**config.mk**
```make
export PLATFORM = sky130hd
export DESIGN_NAME = top_k_min_heap_select
export DESIGN_NICKNAME = d
export VERILOG_FILES = /design/src/rtl/tkh_pkg.sv /design/src/rtl/tkh_ram.sv /design/src/rtl/top_k_min_heap_select.sv
export SDC_FILE = /design/constraint.sdc
export NUM_CORES = 2
export LEC_CHECK = 0
export ABC_AREA = 1
export BUFFER_PORTS_ARGS = -buffer_cell sky130_fd_sc_hd__buf_2
export CORE_ASPECT_RATIO = 1.25
export CORE_MARGIN = 2
export CORE_UTILIZATION = 50
export CTS_CLUSTER_SIZE = 30
export DETAILED_ROUTE_END_ITERATION = 10
export GPL_ROUTABILITY_DRIVEN = 0
export GPL_TIMING_DRIVEN = 0
export PLACE_DENSITY = 0.77
export SETUP_SLACK_MARGIN = 0.5
export SLEW_MARGIN = 5
export SYNTH_ARGS = -nofsm -noshare
export SYNTH_HDL_FRONTEND = slang
export SYNTH_SLANG_ARGS = --single-unit
```
**constraint.sdc**
```tcl
create_clock -name clk -period 7.5 [get_ports clk]
set_input_delay 0.75 -clock clk [delete_from_list [all_inputs] [get_ports clk]]
set_output_delay 0.75 -clock clk [all_outputs]
set_load 0.03 [all_outputs]
```
**src/rtl/tkh_pkg.sv**
```systemverilog
// Shared widths, reset values and the stored entry type for the top-K heap selector.
package tkh_pkg;

  localparam int WEIGHT_W      = 32;
  localparam int ID_W          = 16;
  localparam int KEEP_W        = 5;
  localparam int DEF_MAX_KEEP  = 16;
  localparam logic [KEEP_W-1:0] KEEP_RESET = 5'd16;

  typedef struct packed {
    logic signed [WEIGHT_W-1:0] weight;
    logic [ID_W-1:0]            id;
  } entry_t;

endpackage

```
**src/rtl/tkh_ram.sv**
```systemverilog
// Heap entry store: one write port, one read port, registered read data.
module tkh_ram #(
  parameter int DEPTH = tkh_pkg::DEF_MAX_KEEP,
  parameter int AW    = $clog2(DEPTH)
) (
  input  logic             clk,
  input  logic             we,
  input  logic [AW-1:0]    waddr,
  input  tkh_pkg::entry_t  wdata,
  input  logic             re,
  input  logic [AW-1:0]    raddr,
  output tkh_pkg::entry_t  rdata
);
  import tkh_pkg::*;

  entry_t mem [DEPTH];

  always_ff @(posedge clk) begin
    if (we) begin
      mem[waddr] <= wdata;
    end
    if (re) begin
      rdata <= mem[raddr];
    end
  end

endmodule

```
**src/rtl/top_k_min_heap_select.sv**
```systemverilog
// Top level of the top-K selector: run control, heap sift-down sequencer and result output.
//
// Keeps the K largest-weight items of each run, K taken from keep_count at the first
// item of the run (0 acts as 1, values above MAX_KEEP saturate). All entries live in
// one single-read-port RAM, so timing is set by that port, and in_stall holds new items
// off until the current one is done: each of the first K items is written straight in;
// the item that triggers heap formation takes the bottom-up build (per node a read and
// a sift down the heap levels) and then the insert; every later item is compared with
// the root and, when it replaces it, sifted down at most log2(K) + 1 levels. On the item
// marked final, the kept entries stream out in array order, one read at a time while
// out_stall allows; a new run may start once the last item sits in the output register.
module top_k_min_heap_select #(
  parameter int MAX_KEEP = tkh_pkg::DEF_MAX_KEEP
) (
  input  logic                                clk,
  input  logic                                rst,
  input  logic                                cfg_we,
  input  logic [tkh_pkg::KEEP_W-1:0]          cfg_data,
  input  logic                                in_valid,
  output logic                                in_stall,
  input  logic signed [tkh_pkg::WEIGHT_W-1:0] item_weight,
  input  logic [tkh_pkg::ID_W-1:0]            item_id,
  input  logic                                final_item,
  output logic                                out_valid,
  input  logic                                out_stall,
  output logic [tkh_pkg::ID_W-1:0]            kept_id,
  output logic signed [tkh_pkg::WEIGHT_W-1:0] kept_weight,
  output logic                                last_result
);
  import tkh_pkg::*;

  localparam int AW = $clog2(MAX_KEEP);
  localparam int CW = $clog2(MAX_KEEP + 1);
  localparam int IW = AW + 2;

  typedef enum logic [3:0] {
    S_IDLE,
    S_HEAP_RD,
    S_HEAP_LD,
    S_SIFT,
    S_LEFT,
    S_RIGHT,
    S_ROOT_RD,
    S_ROOT_CMP,
    S_EMIT
  } state_t;

  state_t          state;
  logic [KEEP_W-1:0] keep_count;
  logic [CW-1:0]   fill;
  logic [CW-1:0]   run_keep;
  logic [CW-1:0]   emit_n;
  logic [CW-1:0]   emit_idx;
  logic            built;
  logic            in_heapify;
  logic            hold_final;
  logic            rd_pending;
  logic [AW-1:0]   heap_idx;
  logic [AW-1:0]   pos;
  entry_t          carry;
  entry_t          hold;
  entry_t          left_e;

  logic            ram_we;
  logic [AW-1:0]   ram_waddr;
  entry_t          ram_wdata;
  logic            ram_re;
  logic [AW-1:0]   ram_raddr;
  entry_t          ram_rdata;

  logic [CW-1:0]   eff_keep;
  logic [CW-1:0]   k_now;
  logic [CW-1:0]   half_k;
  logic            accept;
  logic            store_now;
  logic [IW-1:0]   child_l;
  logic [IW-1:0]   child_r;
  logic [IW-1:0]   size;
  logic            has_l;
  logic            has_r;
  logic            decide;
  entry_t          sel_e;
  logic [IW-1:0]   sel_pos;
  logic            move;
  logic            sift_end;
  logic            root_win;
  logic            finish;
  logic            emit_issue;

  tkh_ram #(
    .DEPTH (MAX_KEEP),
    .AW    (AW)
  ) u_ram (
    .clk   (clk),
    .we    (ram_we),
    .waddr (ram_waddr),
    .wdata (ram_wdata),
    .re    (ram_re),
    .raddr (ram_raddr),
    .rdata (ram_rdata)
  );

  assign in_stall = (state != S_IDLE);
  assign accept   = in_valid && !in_stall;

  always_comb begin
    if (keep_count == '0) begin
      eff_keep = CW'(1);
    end else if (32'(keep_count) > 32'(MAX_KEEP)) begin
      eff_keep = CW'(MAX_KEEP);
    end else begin
      eff_keep = CW'(keep_count);
    end
    k_now     = (fill == '0 && !built) ? eff_keep : run_keep;
    half_k    = k_now >> 1;
    store_now = !built && (fill < k_now);

    child_l = {1'b0, pos, 1'b1};
    child_r = child_l + IW'(1);
    size    = IW'(run_keep);
    has_l   = child_l < size;
    has_r   = child_r < size;

    if (state == S_RIGHT && left_e.weight > ram_rdata.weight) begin
      sel_e   = ram_rdata;
      sel_pos = child_r;
    end else if (state == S_RIGHT) begin
      sel_e   = left_e;
      sel_pos = child_l;
    end else begin
      sel_e   = ram_rdata;
      sel_pos = child_l;
    end
    decide   = (state == S_LEFT && !has_r) || (state == S_RIGHT);
    move     = decide && (carry.weight > sel_e.weight);
    sift_end = (state == S_SIFT && !has_l) || (decide && !move);
    root_win = hold.weight > ram_rdata.weight;
    finish   = (sift_end && !in_heapify) || (state == S_ROOT_CMP && !root_win);

    emit_issue = (state == S_EMIT) && !rd_pending && (!out_valid || !out_stall)
                 && (emit_idx < emit_n);

    ram_we    = 1'b0;
    ram_waddr = pos;
    ram_wdata = carry;
    ram_re    = 1'b0;
    ram_raddr = '0;
    case (state)
      S_IDLE: begin
        if (accept && store_now) begin
          ram_we    = 1'b1;
          ram_waddr = fill[AW-1:0];
          ram_wdata = '{weight: item_weight, id: item_id};
        end
      end
      S_HEAP_RD: begin
        ram_re    = 1'b1;
        ram_raddr = heap_idx;
      end
      S_SIFT: begin
        if (has_l) begin
          ram_re    = 1'b1;
          ram_raddr = child_l[AW-1:0];
        end else begin
          ram_we = 1'b1;
        end
      end
      S_LEFT, S_RIGHT: begin
        if (state == S_LEFT && has_r) begin
          ram_re    = 1'b1;
          ram_raddr = child_r[AW-1:0];
        end else if (move) begin
          ram_we    = 1'b1;
          ram_wdata = sel_e;
        end else begin
          ram_we = 1'b1;
        end
      end
      S_ROOT_RD: begin
        ram_re = 1'b1;
      end
      S_EMIT: begin
        ram_re    = emit_issue;
        ram_raddr = emit_idx[AW-1:0];
      end
      default: begin
        ram_re = 1'b0;
      end
    endcase
  end

  always_ff @(posedge clk) begin
    if (rst) begin
      state      <= S_IDLE;
      keep_count <= KEEP_RESET;
      fill       <= '0;
      built      <= 1'b0;
      run_keep   <= CW'(1);
      rd_pending <= 1'b0;
      out_valid  <= 1'b0;
    end else begin
      if (cfg_we) begin
        keep_count <= cfg_data;
      end

      if (rd_pending) begin
        out_valid   <= 1'b1;
        kept_id     <= ram_rdata.id;
        kept_weight <= ram_rdata.weight;
        last_result <= (emit_idx == emit_n);
        rd_pending  <= 1'b0;
        if (emit_idx == emit_n) begin
          state <= S_IDLE;
        end
      end else if (!out_stall) begin
        out_valid <= 1'b0;
      end

      case (state)
        S_IDLE: begin
          if (accept) begin
            run_keep <= k_now;
            if (store_now) begin
              if (final_item) begin
                emit_n   <= fill + CW'(1);
                emit_idx <= '0;
                fill     <= '0;
                built    <= 1'b0;
                state    <= S_EMIT;
              end else begin
                fill <= fill + CW'(1);
              end
            end else begin
              hold       <= '{weight: item_weight, id: item_id};
              hold_final <= final_item;
              if (!built) begin
                heap_idx   <= half_k[AW-1:0];
                in_heapify <= 1'b1;
                state      <= S_HEAP_RD;
              end else begin
                state <= S_ROOT_RD;
              end
            end
          end
        end
        S_HEAP_RD: begin
          state <= S_HEAP_LD;
        end
        S_HEAP_LD: begin
          carry <= ram_rdata;
          pos   <= heap_idx;
          state <= S_SIFT;
        end
        S_SIFT, S_LEFT, S_RIGHT: begin
          if (state == S_SIFT && has_l) begin
            state <= S_LEFT;
          end else if (state == S_LEFT && has_r) begin
            left_e <= ram_rdata;
            state  <= S_RIGHT;
          end else if (move) begin
            pos   <= sel_pos[AW-1:0];
            state <= S_SIFT;
          end else if (in_heapify) begin
            if (heap_idx == '0) begin
              built      <= 1'b1;
              in_heapify <= 1'b0;
              state      <= S_ROOT_RD;
            end else begin
              heap_idx <= heap_idx - AW'(1);
              state    <= S_HEAP_RD;
            end
          end
        end
        S_ROOT_RD: begin
          state <= S_ROOT_CMP;
        end
        S_ROOT_CMP: begin
          if (root_win) begin
            carry      <= hold;
            pos        <= '0;
            in_heapify <= 1'b0;
            state      <= S_SIFT;
          end
        end
        S_EMIT: begin
          if (emit_issue) begin
            emit_idx   <= emit_idx + CW'(1);
            rd_pending <= 1'b1;
          end
        end
        default: begin
          state <= S_IDLE;
        end
      endcase

      if (finish) begin
        if (hold_final) begin
          emit_n   <= run_keep;
          emit_idx <= '0;
          fill     <= '0;
          built    <= 1'b0;
          state    <= S_EMIT;
        end else begin
          state <= S_IDLE;
        end
      end
    end
  end

endmodule
```
### Yosys cells after proc, flatten, opt, wreduce, memory -nomap -nowiden

Memories as Yosys holds them, arrays and structs flattened. A register that Yosys moved wholly into a read port is not among the register bits.
Index checks and enable logic that the tools add are counted.

* $add $sub $neg: 4
* order comparisons: 8
* equality and inequality tests: 20
* muxes and demuxes: 98
* bitwise logic cells: 4
* reduce and logical (&&, ||, !) cells: 51

Operators by type and width (count)
* $mux 48: 6
* $pmux 48 s2: 2
* $mux 4: 29
* $mux 5: 21
* $gt 32x32->1: 3
* $mux 1: 29
* $pmux 4 s7: 1
* $ne 2x2->1 const B: 10
* $eq 4x3->1 const B: 4
* $logic_and 1x1->1: 16
* $pmux 4 s4: 1
* $lt 5x5->1: 3
* $pmux 4 s3: 1
* $add 5x1->5 const B: 2
* $logic_not 1->1: 10
* $logic_not 5->1: 2
* $pmux 5 s2: 1
* $reduce_and 10->1: 1
* $reduce_and 9->1: 1
* $eq 4x2->1 const B: 2
* $logic_not 4->1: 2
* $pmux 4 s2: 1
* $reduce_and 4->1: 2
* $add 5x1->6 const B: 1
* 21 further kinds: 34

* register bits after elaboration: 235
* bits in writable memories: 768
* bits of input ports: 59
* memories: 1

Memory list
* u_ram.mem: words 16, bits a word 48, read ports 1, clocked after memory_dff 1, write ports 1, line tkh_ram.sv:16 `entry_t mem [DEPTH];`

### Logic depth before layout (Yosys ltp)

* depth after elaboration: 12
* gate-level depth with buffers: 40
* mapped depth without buffers: 38

### Modules after synthesis

From an unflattened synthesis, not the netlist that was laid out.

* cell total of the unflattened synthesis: 4835
* area total of the unflattened synthesis: 48974.5 µm²

By module, submodules not included
* tkh_ram: times used 1, cells each 3165, area each 34469.3 µm²
* top_k_min_heap_select: times used 1, cells each 1670, area each 14505.2 µm²

### Worst setup path before layout

OpenSTA, ideal clock, no wires.

* kind: register to register
* from: reg fill[0]
* to: reg hold[0] (netlist name), enable pin
* arrival time: 5251 ps
* required time: 6984 ps
* setup slack: 1733 ps
* stages on the path, launching flop included: 17
* clock period less this slack: 5767 ps
* cell sequence: dfxtp_1 inv_1 ha_1 nand4_1 nor2_1 inv_1 o22ai_1 inv_1 ha_1 nand2_1 inv_1 nand2_1 nand3_1 a31oi_1 nand2_1 inv_1 nor3_1

* cells in the longest elaborated chain, start to end: 7

Ends and longest elaborated chain
* from (decl): line top_k_min_heap_select.sv:50 `logic [CW-1:0] fill;`
* from (signal assigned): line top_k_min_heap_select.sv:231 `fill <= fill + CW'(1);`
* $logic_not 5->1: line top_k_min_heap_select.sv:114 `k_now = (fill == '0 && !built) ? eff_keep : run_keep;`
* $logic_and 1x1->1: line top_k_min_heap_select.sv:114
* $mux 5: line top_k_min_heap_select.sv:114
* $lt 5x5->1 *: line top_k_min_heap_select.sv:116 `store_now = !built && (fill < k_now);`
* $logic_and 1x1->1 *: line top_k_min_heap_select.sv:116
* $not 1->1 (no line) *
* $reduce_and 4->1 (no line) *
* to (signal assigned): line top_k_min_heap_select.sv:234 `hold <= '{weight: item_weight, id: item_id};`
* to (decl): line top_k_min_heap_select.sv:61 `entry_t hold;`

Every way passes the cells marked *; elsewhere a longest branch is shown, timed or not.
A chain may end at the register's enable or synchronous reset.

==> impl_metrics.csv <==
group,metric,value,unit
outcome,outcome,"complete, but fails checks",
outcome,violations,"design-rule violations",
floorplan,pin_count,110,
clock_network,cts.clk_slew.worst_paths,0.07,ns
global_route,grt_max_degree,30,
logic_synthesis,yosys.area.top_type,"edfxtp_1",
clock_network,cts_buffers,94,
timing,rsz0062_at_grt,"no",
critical_path,cp.required,7.88,ns
global_route,antenna_found_initial,3,
global_route,met1_usage,30.9,%
timing,setup_tns,0,ns
logic_synthesis,synth.area.top_cells,"edfxtp_1, nand2_1, o21ai_0",
logic_synthesis,synth_warnings,0,
logic_synthesis,syn_area,47900,sq um
placement,dp_hpwl,99900,um
logic_synthesis,synth.avg_cell_area,10.3,sq um
power,vdd_ir_drop_max,256,uV
power,swShare,41.5,%
global_route,met2_usage,48.6,%
power,p_int,0.0150,W
timing,worst_slack,0.675,ns
logic_synthesis,syn-num-nets,4832,
timing,finalHoldViolCount,0,
layout,num-fill-cells,7320,
floorplan,die_h,350,um
routing,wl_per_cell,22.4,um
clock_network,post_cts_buffers,0,
critical_path,cp_slowest_stage_delay,0.52,ns
logic_synthesis,netlist_instances,4655,
placement,post-place-ws,-0.244,ns
clock_network,cts.sinks,1051,
power,p_leak,21.4,nW
timing,tightest_slew,1.09,ns
flow_run,drv_cap,0,
placement,portBuffers,109,
routing,drtAntennaViolNets,0,
clock_network,cts_tree,"done",
routing,routed_via_density,5.72,
power,comb_power_share,41.3,%
timing,period_needed,6.82,ns
power,pwr-share-clk,20.9,%
hold_path,hold_path_class,"in -> reg",
timing,clock.fmax,147,MHz
layout,final_nets,5094,
power,p_seq_share,37.8,%
critical_path,cpMostUsedCell,"nand2_1",
power,power_density,469,nW/um^2
timing,maxSlewHeadroom,27.6,%
global_route,grt_use_total,28.1,%
routing,wl,140000,um
routing,drc,1,
routing,dr.first_iter.drc_count,4508,
logic_synthesis,synth-seq-cells,1051,
logic_synthesis,ys.flop_type,"edfxtp_1",
critical_path,worstPathMaxFanout,16,
power,power.switching,0.0107,W
floorplan,die_x,281,um
clock_network,clock-root-buffer,"clkbuf_16",
timing,finalCritPeriodShare,91.0,%
clock_network,htreeDepth,3,
floorplan,coreArea,94700,sq um
critical_path,critPathKind,"reg -> reg",
logic_synthesis,synth_edf_count,1029,
critical_path,arrival,7.21,ns
global_route,busiest_layer,"met2",
clock_network,cts.hold.buffers_added,0,
logic_synthesis,async_reset_ff_share,0,%
routing,firstDrtPassIters,11,
global_route,grt_overflow,0,
critical_path,slowest_stage,"nand2_1",
floorplan,start_util,50.6,%
floorplan,dieArea,98300,sq um
timing,setup_viol,0,
timing,skew,0.0260,ns
layout,areaGrowthSynthToFinish,14.2,%
clock_network,clockBufferDepth,3,
global_route,grt_pass1_vias,35100,
global_route,use_met3,4.90,%
global_route,grt_pass1_wl,205000,um
floorplan,core.rowCount,126,
critical_path,start_kind,"flop",
logic_synthesis,yosysSeqAreaShare,65.4,%
routing,vias,35900,
clock_network,insertion_delay,0.69,ns
logic_synthesis,yosysTopAreaCellShare,64.5,%
logic_synthesis,ys_types,45,
critical_path,end_kind,"flop",
layout,layout-drive-gt1-share,10.5,%
timing,drv_slew,0,
-- power by group through the flow --
| stage | combinational (W) | sequential [W] | clock, W |
|---|---|---|---|
| 2_1_floorplan | 0.00575 | 0.00970 | 0 |
| 3_3_place_gp | 0.00912 | 0.00998 | 0 |
| 3_5_place_dp | 0.0100 | 0.00982 | 0 |
| 4_1_cts | 0.0101 | 0.00969 | 0.00537 |
| 5_1_grt | 0.0113 | 0.00975 | 0.00557 |
| 6_report | 0.0106 | 0.00970 | 0.00537 |
-- worst max-delay path, delay by kind of cell, from the launching register on --
family / cells / cell delay [ns]
flops: 1 / 0.47
fa+ha+maj: 2 / 0.65
simple gates: 17 / 3.77
compound gates: 2 / 0.29
buf+inv: 4 / 1.29
-- what timing repair did --
| action | CTS | global route |
|---|---|---|
| hold endpoints to repair | 0 | 0 |
| gates resized for setup | 10 | 34 |
| setup endpoints to repair | 690 | 706 |
-- cells in the mapped netlist (7+ instances only) --
cell	count
nand2_1	1471
edfxtp_1	1029
inv_1	575
o21ai_0	547
nor2_1	154
nand3_1	131
ha_1	118
o21ai_1	105
clkbuf_1	96
o211ai_1	92
a21oi_1	90
buf_2	87
buf_4	29
dfxtp_1	22
nand4_1	21
a22oi_1	11
inv_2	7
nor3_1	7
o22ai_1	7
-- registers in the layout, summed over array words and instances, names as in the netlist, 16 cells and up --
name / count
u_ram.mem: 768
kept_weight: 32
hold: 48
kept_id: 16
u_ram.rdata: 48
left_e: 48
carry: 48
-- layer usage --
layer	wire (um)	vias up
met5	23	-
met4	11700	4
met3	14300	677
met2	68500	2309
met1	45900	16700
li1	-	16200
-- layout make-up --
| class | instances | area (sq um) | share of cell area (%) |
|---|---|---|---|
| antenna | 1 | 2.50 | 0.00457 |
| sequential | 1051 | 31300 | 57.3 |
| multi-input combinational | 2800 | 13600 | 24.9 |
| clock inverter | 59 | 915 | 1.67 |
| buffer | 221 | 1080 | 1.97 |
| inverter | 583 | 2190 | 4.00 |
| timing repair buffer | 166 | 1490 | 2.72 |
| tap | 1280 | 1600 | 2.93 |
| clock buffer | 115 | 2500 | 4.57 |
-- cell usage in the layout (no fill, tap or decap), types with 6 or more instances in the layout --
cell and n:
buf_2 196, edfxtp_1 1029, o21ai_1 117, clkinv_1 11
a21oi_1 89, nand4_1 21, clkinv_2 13, inv_1 575
buf_6 12, nand3_1 114, clkbuf_1 106, clkbuf_2 6
o211ai_1 92, o21ai_0 533, buf_16 6, buf_12 26
o22ai_1 7, nand2_1 1457, a22oi_1 11, nor2_1 137
o21a_1 6, buf_4 40, nor2_4 19, ha_1 118
nand2_2 16, nand3_2 17, clkbuf_16 95, bufinv_16 22
inv_2 7, dfxtp_1 22
-- per-stage QoR --
stage	std cells	hold WS [ns]	instance area [sq um]	util [%]	power [W]
global placement	6044	0.458	50100	52.8	0.0191
finish	6276	0.255	54700	57.8	0.0257
CTS	6275	0.232	54600	57.6	0.0252
floorplan	4655	0.430	47900	-	0.0155
detailed placement	6101	0.468	51200	54.0	0.0198
global route	6275	0.252	54700	57.8	0.0266
-- worst paths after layout --
check,from,to,slack [ns],depth (start not counted)
hold reg to reg,keep_count[3],keep_count[3],0.49,2
hold / removal,item_weight[2],hold[18],0.25,1
setup / recovery,u_ram.rdata[36],u_ram.mem[2][35],0.68,25
setup reg to reg,u_ram.rdata[36],u_ram.mem[2][35],0.68,25
-- cell families after synthesis --
kind of cell	share of synthesized area [%]
AO/OA/AOI/OAI	9.74
flip-flops	65.4
buffers and inverters	6.80
AND/OR/NAND/NOR	14.8
adder cells (fa/ha/maj)	3.08
XOR/XNOR	0.128
Note: power is estimated with default switching activity, not from simulation.
